### src/sv/separable_box_blur_3x3_rgb_defines.svh
// ----------------------------------------------------------------------------
// separable box blur assertion macros
// shared property shorthands for the blur modules
// ----------------------------------------------------------------------------
`ifndef SEPARABLE_BOX_BLUR_3X3_RGB_DEFINES_SVH
`define SEPARABLE_BOX_BLUR_3X3_RGB_DEFINES_SVH

// same-cycle implication, disabled while reset is held
`define SBB_ASSERT_IMP(label, clk, rst_n, ante, cons) \
    label: assert property (@(posedge clk) disable iff (!rst_n) (ante) |-> (cons)) \
        else $error("sbb assertion failed");

// next-cycle implication, disabled while reset is held
`define SBB_ASSERT_NXT(label, clk, rst_n, ante, cons) \
    label: assert property (@(posedge clk) disable iff (!rst_n) (ante) |=> (cons)) \
        else $error("sbb assertion failed");

`endif

### src/sv/sbb_pkg.sv
// ----------------------------------------------------------------------------
// sbb_pkg
// shared types, constants and the 3-tap mean for the box blur
// ----------------------------------------------------------------------------
package sbb_pkg;

    localparam int MAX_WIDTH    = 1024;
    localparam int MAX_HEIGHT   = 1024;
    localparam int RESET_WIDTH  = 640;
    localparam int RESET_HEIGHT = 480;
    localparam int QUEUE_DEPTH  = 4;
    localparam int CFG_W        = 11;
    localparam int PIX_W        = 24;

    // register indexes of the configuration port
    localparam logic REG_IMAGE_WIDTH  = 1'b0;
    localparam logic REG_IMAGE_HEIGHT = 1'b1;

    // one vertical result pair and its position flags
    typedef struct packed {
        logic [PIX_W-1:0] v;        // vertical mean centred on the row above
        logic [PIX_W-1:0] vl;       // vertical mean of the mirrored bottom row
        logic             x_ge1;
        logic             x_is1;
        logic             x_last;
        logic             last_row;
    } t_entry;

    // floor(s/3) for s up to 765 by reciprocal multiply
    function automatic logic [7:0] div3(input logic [9:0] s);
        logic [20:0] p;
        p = 21'(s) * 21'd683;
        return p[18:11];
    endfunction

    // per-channel floor((a+b+c)/3), red in the low byte
    function automatic logic [PIX_W-1:0] mean3(input logic [PIX_W-1:0] a,
                                                input logic [PIX_W-1:0] b,
                                                input logic [PIX_W-1:0] c);
        logic [PIX_W-1:0] res;
        logic [9:0]       s;
        res = '0;
        for (int ch = 0; ch < 3; ch++) begin
            s = 10'(a[ch*8 +: 8]) + 10'(b[ch*8 +: 8]) + 10'(c[ch*8 +: 8]);
            res[ch*8 +: 8] = div3(s);
        end
        return res;
    endfunction

endpackage

### src/sv/sbb_queue.sv
// ----------------------------------------------------------------------------
// sbb_queue
// short queue of vertical results between front and back
// ----------------------------------------------------------------------------
`include "separable_box_blur_3x3_rgb_defines.svh"

module sbb_queue #(
    localparam int DEPTH = sbb_pkg::QUEUE_DEPTH,
    localparam int PW    = $clog2(DEPTH),
    localparam int CW    = $clog2(DEPTH + 1)
) (
    input  logic            i_clk,
    input  logic            i_rst_n,
    input  logic            i_push,
    input  sbb_pkg::t_entry i_entry,
    input  logic            i_pop,
    output logic            o_valid,
    output sbb_pkg::t_entry o_head,
    output logic [CW-1:0]   o_count
);

    sbb_pkg::t_entry r_slot [DEPTH];
    logic [PW-1:0]   r_wr_ptr, r_rd_ptr;
    logic [CW-1:0]   r_count;

    always_ff @(posedge i_clk) begin
        if (!i_rst_n) begin
            r_wr_ptr <= '0;
            r_rd_ptr <= '0;
            r_count  <= '0;
        end else begin
            if (i_push) begin
                r_wr_ptr <= (r_wr_ptr == PW'(DEPTH - 1)) ? '0 : r_wr_ptr + PW'(1);
            end
            if (i_pop) begin
                r_rd_ptr <= (r_rd_ptr == PW'(DEPTH - 1)) ? '0 : r_rd_ptr + PW'(1);
            end
            if (i_push && !i_pop) begin
                r_count <= r_count + CW'(1);
            end else if (i_pop && !i_push) begin
                r_count <= r_count - CW'(1);
            end
        end
    end

    always_ff @(posedge i_clk) begin
        if (i_push) begin
            r_slot[r_wr_ptr] <= i_entry;
        end
    end

    assign o_valid = (r_count != '0);
    assign o_head  = r_slot[r_rd_ptr];
    assign o_count = r_count;

    `SBB_ASSERT_IMP(a_no_overflow, i_clk, i_rst_n, i_push, r_count < CW'(DEPTH))
    `SBB_ASSERT_IMP(a_no_underflow, i_clk, i_rst_n, i_pop, r_count != '0)
    `SBB_ASSERT_NXT(a_count_up, i_clk, i_rst_n, i_push && !i_pop, r_count == $past(r_count) + CW'(1))

endmodule

### config.mk
export PLATFORM = sky130hd
export DESIGN_NAME = sbb_queue
export DESIGN_NICKNAME = d
export VERILOG_FILES = /design/src/sv/sbb_pkg.sv /design/src/sv/sbb_queue.sv
export VERILOG_INCLUDE_DIRS = /design/src /design/src/sv
export SDC_FILE = /design/constraint.sdc
export NUM_CORES = 1
export LEC_CHECK = 0
export BUFFER_PORTS_ARGS = -buffer_cell sky130_fd_sc_hd__buf_2
export CAP_MARGIN = 10
export CORE_ASPECT_RATIO = 0.75
export CORE_UTILIZATION = 30
export CTS_BUF_LIST = sky130_fd_sc_hd__clkbuf_8
export DETAILED_ROUTE_END_ITERATION = 16
export HOLD_SLACK_MARGIN = 0.05
export SLEW_MARGIN = 10
export SYNTH_ARGS = -nofsm -noshare
export SYNTH_HDL_FRONTEND = slang
export SYNTH_SLANG_ARGS = --single-unit
### constraint.sdc
create_clock -name i_clk -period 5.9 [get_ports i_clk]
set_input_delay 0.59 -clock i_clk [delete_from_list [all_inputs] [get_ports i_clk]]
set_output_delay 0.59 -clock i_clk [all_outputs]
set_load 0.01 [all_outputs]
# ---- Word level (Yosys, flattened, before mapping)
# Memories as Yosys holds them, arrays and structs flattened. A register that Yosys moved wholly into a read port is not among the register bits.
# Cells that the tools add are included.
dict set report totals {
  reg_bits 7
  memories 1
  elab_cells 24
  ram_bits 208
  out_inout_bits 56
  in_bits 56
}
# name words width rd rd_clocked_by_memory_dff write_ports line_no
set mem_list {}
lappend mem_list {r_slot 4 52 1 1 1 sbb_queue.sv:22} ;# sbb_pkg::t_entry r_slot [DEPTH];
dict set report classes {
  n_addsub 4
  eq_ne 2
  reduce_logical 6
  n_mux 8
}
# operator n
set ops {}
lappend ops {{two-way mux 2 bit} 4}
lappend ops {{two-way mux 3 bit} 2}
lappend ops {{adder 2 x 1 -> 2 bit, second input constant} 2}
lappend ops {{equality test 2 bit, second input constant} 2}
lappend ops {{adder 3 x 1 -> 3 bit, second input constant} 1}
lappend ops {{nonzero test 3 bit} 1}
lappend ops {{subtractor 3 x 1 -> 3 bit, second input constant} 1}
lappend ops {{logical AND 1 bit} 2}
lappend ops {{zero test 1 bit} 2}
lappend ops {{two-way mux 1 bit} 2}
lappend ops {{nonzero test 2 bit} 1}

# ---- Longest topological paths before layout
# Gate-level depths: netlist (run 1).
dict set report logic_depth {
  depth_word 4
  ltp_mapped 7
  mapped_depth_nobuf 7
}

# ---- Worst setup path before layout (run 1)
# OpenSTA, ideal clock, no wires.
dict set report synth_path {
  path_kind {input -> register}
  start {input port i_push}
  end {memory r_slot[0][0] (netlist bit) (enable)}
  setup_ns 0.415
  arrival_ns 1.829
  stages 1
  path_slack_ns 3.656
  path_cell_list {and2_1}
}
dict set report synth_via {
  elab_chain_len 2
}
# item line_no
set synth_lines {}
lappend synth_lines {{from (decl)} sbb_queue.sv:14} ;# input logic i_push,
lappend synth_lines {{two-way mux 1 bit} sbb_queue.sv:47} ;# if (i_push) begin
lappend synth_lines {{two-way mux 1 bit (not written as such)} sbb_queue.sv:48} ;# r_slot[r_wr_ptr] <= i_entry;
lappend synth_lines {{to (decl)} sbb_queue.sv:22}
# No other way between the ends.

==> reports/qor.yml, run 1 <==
p_switching_uw: 735
leakage_nw: 3.25
tns_ps: 0
io-pin-count: 112
seqPwrFrac_pct: 56.0
period_needed_ps: 3020
nets: 521
hold_buffers: 0
syn_area_um2: 8020
initial_core_util_pct: 30.7
wl_um: 15100
routabilityCongestion: 0.675
grt_pass1_wl_um: 22900
slew_violations: 0
dieArea_um2: 27400
synthCells: 315
syn_to_final_growth_pct: 18.9
p_clk_share_pct: 35.4
status: "complete, no violations"
fin_crit_sh_pct: 51.2
finClkSkew_ps: 22.6
cts_tree: "done"
rsz0062_at_grt: "no"
synth_adder_area_share_pct: 1.19
maxSlewHeadroom_pct: 48.0
synth-simple-area-share_pct: 1.05
fp.dieH_um: 144
clkLatencyLatePin_ps: 490
worstPathArrival_ps: 2430
finalHoldViolCount: 0
numCtsBuffers: 36
cts.sinks: 217
grt_overflow: 0
antenna_left: 0
crit_path_start_kind: "flip-flop"
vias: 3632
wire_per_inst_um: 18.3
drt-vias-per-instance: 4.40
die_x_um: 191
worst_pin_slew_ps: 779
pwr-share-comb_pct: 8.7
intPower_mw: 2.48
final_common_cell: "edfxtp_1"
synth_fp_nets: 378
ys_types: 22
final.fill_count: 2406
synth_top_family_by_area: "multiplexers"
first_global_vias: 4034
synth_compound_area_share_pct: 0.250
setup_viol: 0
yosysWarnings: 0
cts_max_level: 2
synth.area.mux_share_pct: 15.2
antenna_found_initial: 1
root_buffer: "clkbuf_8"
grt_max_degree: 53
drive_above_1_share_pct: 44.7
synth-seq-cells: 217
clkTransAtPathRegs_ps: 60
cp.required_ps: 5310
utilization_pct: 36.5
end_kind: "output pin"
cts_setup_buffers: 0
path_class: "flip-flop to output pin"
dp_hpwl_um: 8790
mostFrequentLayoutCells: "208 x edfxtp_1, 111 x buf_2, 50 x mux4_2, 37 x clkbuf_8, 17 x inv_1"
max-cap-violations: 0
first_pass_iters: 4
rows: 51
num_antenna_cells: 0
switching_share_pct: 22.9
ir_drop_v: 0.000202
cp_max_fo: 27
clockBufferDepth: 3
drc_errors: 0
drtIter0Drc: 155
cts_resized: 0
fmaxAchievable_mhz: 331
grt_usage_pct: 11.2
coreArea_um2: 26100
syn_avg_cell_area_um2: 25.4
port_buffers: 111
p_per_area_nw_per_um2: 337
min_path_type: "input pin to flip-flop"
ys_seq_area_share_pct: 80.2
synth_xor_area_share_pct: 0.219
[layout make-up]
cell class	instances	area (um^2)	area share (%)
sequential	217	6430	67.4
multi-input combinational	82	1440	15.1
timing repair buffer	117	613	6.43
clock buffer	37	509	5.34
tap	344	430	4.51
clock inverter	24	96.3	1.01
inverter	4	15.0	0.157
[state kept, by name (all words and copies together), names as in the netlist, named ones only]
name,count
o_count,3
r_rd_ptr,2
r_slot,208
r_wr_ptr,2
[cell usage after synthesis]
cell type	number	share of area, %
xor2_1	1	0.11
mux2i_1	4	0.50
o21ai_0	1	0.062
o21a_1	1	0.094
nor2_1	1	0.047
xnor2_1	1	0.11
mux4_1	2	0.66
or3_1	2	0.16
nor2b_1	5	0.39
nor3_1	1	0.062
buf_12	5	1.2
mux4_2	50	14
buf_6	1	0.14
inv_1	4	0.19
dfxtp_1	9	2.2
a21boi_0	1	0.094
buf_2	5	0.31
ha_1	6	0.94
fa_1	1	0.25
clkbuf_1	1	0.047
edfxtp_1	208	78
and2_1	5	0.39
[worst max-delay path, cell delays in order (launching register included)]
cell	delay, ps
dfxtp_2	820
buf_4	520
mux4_2	420
buf_2	160
[metal layers]
| metal | track usage (%) | wire length [um] | vias to the layer above |
|---|---|---|---|
| li1 | - | - | 1620 |
| met1 | 13.5 | 6380 | 1879 |
| met2 | 19.0 | 7450 | 104 |
| met3 | 3.47 | 935 | 29 |
| met4 | 4.08 | 322 | 0 |
| met5 | 0 | 0 | - |
[path summary, 6_finish.rpt]
check / from / endpoint / slack (ps) / depth (start not counted)
hold / removal: i_entry[3] / r_slot[3][3] / 300 / 1
hold reg to reg: o_count[2] / o_count[2] / 530 / 2
setup / recovery: flip-flop / o_head[38] / 2880 / 3
setup reg to reg: r_wr_ptr[0] / r_slot[0][47] / 3770 / 4
[power by group through the flow]
stage	clock network [mW]	logic [mW]	registers (mW)
after detailed placement	0	0.276	1.84
after floorplan	0	0.180	1.81
final	1.13	0.279	1.80
after global routing	1.25	0.305	1.81
after global placement	0	0.267	1.83
after CTS	1.18	0.277	1.81
[cell families after synthesis]
family          after synthesis
flops                       217
mux                          56
buf+inv                      16
simple gates                 14
fa+ha+maj                     7
compound gates                3
xor+xnor                      2
[metrics by stage]
| stage | area, um^2 | hold slack, ps | instances | worst slack, ps | power [mW] |
|---|---|---|---|---|---|
| 6_report | 9540 | 304 | 825 | 2880 | 3.21 |
| 5_1_grt | 9540 | 268 | 825 | 2730 | 3.36 |
| 4_1_cts | 9520 | 261 | 824 | 2710 | 3.27 |
| 3_5_place_dp | 8910 | 522 | 763 | 3280 | 2.12 |
| 3_3_place_gp | 8910 | 480 | 763 | 3300 | 2.10 |
| 2_1_floorplan | 8020 | 512 | 315 | 3660 | 1.99 |
Note: power is estimated with default switching activity, not from simulation.
==> run 2: changes to the inputs <==
Settings changed: ABC_AREA set to 1.
Clock period 5.9 ns to 2.7 ns, I/O delays scaled along.
==> run 2 against run 1 <==
Against the previous run: global-route usage rose by 1.8 points; core utilization up 2.5 points; combinational power rose to 2.9 times the previous value; sequential power grew 120%; sequential share of layout area shrank 4.8 points; highest routed layer unchanged; total power is 120% higher; wire length grew 20%.
==> reports/qor.yml, run 2 <==
finClkSkew_ps: 21.8  # -0.770 ps
max-cap-violations: 0  # unchanged
synth-seq-cells: 217  # unchanged
placed_area_um2: 9120  # +2.3%
period_needed_ps: 2360
antenna_left: 0  # unchanged
numCtsBuffers: 36  # unchanged
port_buffers: 111  # unchanged
synth_enable_flop_cells: 208  # unchanged
slew_violations: 0  # unchanged
rsz0062_at_grt: "no"
clkTransAtPathRegs_ps: 60  # about the same
syn_area_um2: 8140  # +1.6%
clkLatencyLatePin_ps: 490  # about the same
nets: 806  # +55%
num_antenna_cells: 0  # unchanged
grt_max_degree: 105  # +98%
status: "complete, no violations"
maxSlewHeadroom_pct: 48.8  # +0.78 points
worst_pin_slew_ps: 767  # -12.6 ps
grt_usage_pct: 13.1  # +1.8 points
clockBufferDepth: 3  # unchanged
fin_crit_sh_pct: 87.5
routabilityCongestion: 0.717  # +6.3%
whs_ps: 114  # -190 ps
p_per_area_nw_per_um2: 703  # +110%
root_buffer: "clkbuf_8"
path_class: "flip-flop to output pin"
final_common_cell: "edfxtp_1"
drc_errors: 0  # unchanged
cts.sinks: 217  # unchanged
regArea_um2: 6430  # unchanged
coreArea_um2: 26300  # +0.73%
p_switching_mw: 1.77  # +140%
crit_path_top_delay_cell: "clkinv_2"
rr_startpoint: "r_wr_ptr[0]"
use_met2_pct: 21.0  # +2.0 points
io-pin-count: 112  # unchanged
yosysTopAreaCell: "edfxtp_1"
vias: 5065  # +39%
min_path_type: "input pin to flip-flop"
die_x_um: 192  # +0.77%
netlist.area_leader.share_pct: 76.7  # -1.2 points
mostFrequentLayoutCells: "208 x edfxtp_1, 113 x nor2_1, 111 x buf_2, 97 x o21ai_0, 53 x dlygate4sd3_1"
dieArea_um2: 27800  # +1.5%
synth_fp_nets: 624  # +65%
yosysMostFrequentCell: "edfxtp_1"
cp_max_fo: 40  # +48%
ys_types: 20  # -9.1%
top_register: "r_slot"
wire_per_inst_um: 16.3  # -11%
ir_drop_v: 0.000368  # +82%
cp.required_ps: 2430  # -2880 ps
grt_use_met1_pct: 17.8  # +4.3 points
fmaxAchievable_mhz: 423
tns_ps: 0  # unchanged
setup_viol: 0  # unchanged
hold_start: "i_pop"
slowest_delay_ps: 390  # -430 ps
yosysWarnings: 0  # unchanged
critPathTopFamily: "buffers and inverters"
dp_hpwl_um: 10200  # +17%
met3_usage_pct: 3.09  # -0.38 points
largest_reg_flops: 208  # unchanged
intPower_mw: 5.45  # +120%
grt_overflow: 0  # unchanged
design_area_um2: 10300  # +7.7%
syn_to_final_growth_pct: 26.2
end_kind: "output pin"
synth.top_cells.by_area: "edfxtp_1 77%, o21ai_0 6.0%, nor2_1 5.2%"
cts_tree: "done"
final.fill_count: 2532  # +5.2%
antenna_found_initial: 0  # -1
cts_resized: 0  # unchanged
path_buf_inv: 3  # +1
grt_pass1_wl_um: 27700  # +21%
initial_core_util_pct: 31.0  # +0.25 points
synth_commonest_cells: "208 x edfxtp_1, 113 x nor2_1, 97 x o21ai_0"
multi_input_area_um2: 1460  # +1.3%
seqPwrFrac_pct: 53.8  # -2.2 points
synthArstFlopShare_pct: 0  # unchanged
drtIter0Drc: 317  # +100%
cts_setup_buffers: 0  # unchanged
first_pass_iters: 4  # unchanged
utilization_pct: 39.1  # +2.5 points
worstPathArrival_ps: 2090  # -340 ps
switching_share_pct: 24.5  # +1.7 points
drive_above_1_share_pct: 22.4  # -22 points
total_power_mw: 7.22  # +120%
leakage_nw: 3.70  # +14%
dominantRegCellSynth: "edfxtp_1"
crit_path_start_kind: "flip-flop"
cts_max_level: 2  # unchanged
grt_busiest_layer: "met2"
wl_um: 18200  # +20%
drt-vias-per-instance: 4.55  # +3.5%
first_global_vias: 4987  # +24%
finalHoldViolCount: 0  # unchanged
synthCells: 561  # +78%
path_cells: "clkinv_2 > buf_12 > o21ai_0 > o22ai_1 > buf_2"
syn_avg_cell_area_um2: 14.5  # -43%
fp.dieH_um: 145  # +0.77%
p_clk_share_pct: 35.1  # -0.3 points
pwr-share-comb_pct: 11.1  # +2.4 points
rows: 51  # unchanged
ys_seq_area_share_pct: 78.9  # -1.2 points
-- run 2: cell count changes in the layout (fill, tap and decap cells not counted), moves of 5 or more --
| cell | before | now |
|---|---|---|
| nor2b_1 | 5 | 0 |
| buf_12 | 1 | 7 |
| nor2_1 | 1 | 113 |
| nand2_1 | 0 | 9 |
| o21ai_0 | 1 | 97 |
| o22ai_1 | 0 | 52 |
| dlygate4sd3_1 | 0 | 53 |
| o21ai_1 | 0 | 10 |
| inv_1 | 17 | 23 |
| mux4_2 | 50 | 0 |
-- run 2: per-layer routing --
| metal | share of wire, % | vias up |
|---|---|---|
| met5 | 0 | - |
| met4 | 1.5 | 0 |
| met3 | 6.2 | 26 |
| met2 | 45 | 150 |
| met1 | 47 | 2420 |
| li1 | - | 2469 |
-- run 2: what timing repair did --
item                                    CTS  global route
hold buffers                             53             0
endpoints found under the setup margin    0             0
hold endpoints to repair                213             0
-- run 2: logic make-up after synthesis --
family | count (synthesis) | synth area share (%)
AOI/OAI and AO/OA | 162 | 10.8
xor gates and xnor gates | 1 | 0.108
adders and majority gates | 7 | 1.17
buffers and inverters | 48 | 3.15
DFF | 217 | 78.9
and+or+nand+nor | 126 | 5.89
-- run 2: path summary, 6_finish.rpt --
| check | cells after the start | end | slack [ps] |
|---|---|---|---|
| setup reg to reg | 5 | r_slot[2][29] | 970 |
| hold reg to reg | 2 | r_wr_ptr[1] | 530 |
| hold / removal | 3 | r_rd_ptr[1] | 110 |
| setup / recovery | 5 | o_head[41] | 340 |
-- run 2: stage by stage --
stage | cells | worst slack [ps]
final | 1112 | 337
after CTS | 1112 | 269
after floorplan | 561 | 689
after global routing | 1112 | 136
after detailed placement | 996 | 814
after global placement | 996 | 808
-- run 2: worst reg2reg max path: stages (launching register included) --
cell and delay (ps):
dfxtp_1 350, inv_1 100, ha_1 140, nand2_1 60, inv_2 500, buf_12 270
-- run 2: power by group through the flow --
stage,logic [mW],registers (mW),clock network (mW)
2_1_floorplan,0.409,3.96,0
3_3_place_gp,0.750,3.95,0
3_5_place_dp,0.759,3.95,0
4_1_cts,0.825,3.88,2.63
5_1_grt,0.896,3.89,2.78
6_report,0.803,3.88,2.54
-- run 2: final cells by class --
cell class / instances / area share (%)
Sequential cell: 217 / 62.6
Inverter: 16 / 0.609
Multi-Input combinational cell: 296 / 14.2
Clock buffer: 38 / 5.09
Tap cell: 344 / 4.19
Clock inverter: 25 / 0.987
Timing Repair Buffer: 176 / 12.3
==> run 3: changes to the inputs <==
--- a/config.mk
+++ b/config.mk
@@ -9,5 +9,5 @@
 export ABC_AREA = 1
 export BUFFER_PORTS_ARGS = -buffer_cell sky130_fd_sc_hd__buf_2
-export CAP_MARGIN = 10
+export CAP_MARGIN = 25
 export CORE_ASPECT_RATIO = 0.75
 export CORE_UTILIZATION = 30
==> constraint.sdc (replaced) <==
create_clock -name i_clk -period 2.7 [get_ports i_clk]
set_input_delay 0.54 -clock i_clk [delete_from_list [all_inputs] [get_ports i_clk]]
set_output_delay 0.54 -clock i_clk [all_outputs]
set_load 0.01 [all_outputs]
==> run 3 against run 2 <==
Against the previous run: via count is 4.0% lower; fmax is 4.7% lower; hold slack better by 120 ps; largest power group unchanged.
==> reports/qor.yml, run 3 (synthesis results as in run 2) <==
finClkSkew_ps: 12.7  # -9.15 ps
hold_buffers: 0  # -100%
cts_tree: "done"
regArea_um2: 6430  # unchanged
cts_max_level: 2  # unchanged
rsz0062_at_grt: "no"
wire_per_inst_um: 16.5  # +1.0%
p_per_area_nw_per_um2: 752  # +6.9%
path_class: "flip-flop to output pin"
worst_pin_slew_ps: 600  # -167 ps
clkTransAtPathRegs_ps: 60  # about the same
drtIter0Drc: 268  # -15%
fin_crit_sh_pct: 91.8  # +4.3 points
die_x_um: 192  # unchanged
largest_reg_flops: 208  # unchanged
vias: 4862  # -4.0%
instances_no_fill: 1067  # -4.0%
fmaxAchievable_mhz: 403  # -4.7%
cp_max_fo: 27  # -33%
io-pin-count: 112  # unchanged
top_register: "r_slot"
worstPathArrival_ps: 1940  # -150 ps
rows: 51  # unchanged
total_power_mw: 7.35  # +1.8%
coreArea_um2: 26300  # unchanged
leakage_nw: 3.49  # -5.8%
multi_input_area_um2: 1460  # unchanged
grt_overflow: 0  # unchanged
final.fill_count: 2562  # +1.2%
fp.dieH_um: 145  # unchanged
cp.required_ps: 2160  # -270 ps
wl_um: 17600  # -3.1%
ir_drop_v: 0.000395  # +7.4%
regToRegSetupSlack_ps: 1040  # +70 ps
cts_setup_buffers: 0  # unchanged
routabilityCongestion: 0.718  # about the same
finalHoldViolCount: 0  # unchanged
numPlacedInstances: 1001  # +0.50%
cts.sinks: 217  # unchanged
nets: 758  # -6.0%
antenna_found_initial: 3  # +3
mostFrequentLayoutCells: "208 x edfxtp_1, 113 x nor2_1, 111 x buf_2, 97 x o21ai_0, 52 x o22ai_1"
tns_ps: 0  # unchanged
status: "complete, no violations"
first_global_vias: 4925  # -1.2%
period_needed_ps: 2480  # +117 ps
setup_viol: 0  # unchanged
slew_violations: 0  # unchanged
root_buffer: "clkbuf_8"
dieArea_um2: 27800  # unchanged
crit_path_start_kind: "flip-flop"
final_common_cell: "edfxtp_1"
grt_usage_pct: 12.8  # -0.25 points
whs_ps: 231  # +117 ps
drive_above_1_share_pct: 24.8  # +2.4 points
numCtsBuffers: 36  # unchanged
grt_max_degree: 53  # -50%
min_path_type: "input pin to flip-flop"
first_pass_iters: 4  # unchanged
maxSlewHeadroom_pct: 59.9  # +11 points
drt-vias-per-instance: 4.56  # about the same
dp_hpwl_um: 10200  # -0.44%
clkLatencyLatePin_ps: 520  # +30 ps
max-cap-violations: 0  # unchanged
syn_to_final_growth_pct: 20.1
antenna_left: 0  # unchanged
initial_core_util_pct: 31.0  # unchanged
drc_errors: 0  # unchanged
end_kind: "output pin"
port_buffers: 111  # unchanged
grt_pass1_wl_um: 26600  # -4.1%
clockBufferDepth: 3  # unchanged
==> run 3: changes by cell type in the layout (fill, tap and decap cells not counted), sizes merged <==
cell and change:
clkbuf -1, clkinv +3, clkinvlp +2, dlygate4sd3 -53, inv -5, diode +2
bufinv +2, buf +5
==> run 3: critical path: stages (launching register included) <==
cell      delay [ps]
dfxtp_2          340
clkinv_2         340
buf_4            350
o21ai_0          100
o22ai_1          120
buf_2            160
==> run 3: routing by layer <==
layer / wire, um / vias up / global-route usage, %
met5: 0 / - / 0
met4: 271 / 0 / 4.27
met3: 1370 / 25 / 4.56
met2: 8350 / 120 / 21.2
met1: 7630 / 2345 / 15.5
li1: - / 2372 / -
==> run 3: worst paths after layout <==
check                                      to         from  depth (start not counted)
worst max register to register  r_slot[0][43]  r_wr_ptr[0]                          5
worst min register to register     o_count[1]   o_count[1]                          2
worst max-delay path               o_head[31]    flip-flop                          5
worst min-delay path            r_slot[3][49]  i_entry[49]                          1
==> run 3: metrics by stage <==
step,instance area (um^2),setup WS (ps),utilization (%)
2_1_floorplan,8140,689,-
3_3_place_gp,9090,657,34.6
3_5_place_dp,9090,639,34.6
4_1_cts,9760,53.6,37.1
5_1_grt,9770,30.3,37.2
6_report,9780,220,37.2
==> run 3: report_power, final <==
part	internal (mW)	leakage, nW	switching (mW)
sequential	3.85	1.99	0.0417
clock	1.47	0.369	1.27
combinational	0.253	1.13	0.475
==> run 3: what timing repair did <==
action | CTS | global route
gates resized for setup | 0 | 2
endpoints found under the hold margin | 0 | 0
setup endpoints to repair | 0 | 5
==> run 3: layout make-up <==
class | count | share of cell area [%]
timing repair buffer | 128 | 7.32
clock inverter | 27 | 1.68
sequential | 217 | 65.8
antenna | 2 | 0.0512
tap | 344 | 4.40
multi-input combinational | 296 | 14.9
clock buffer | 37 | 5.21
inverter | 16 | 0.640
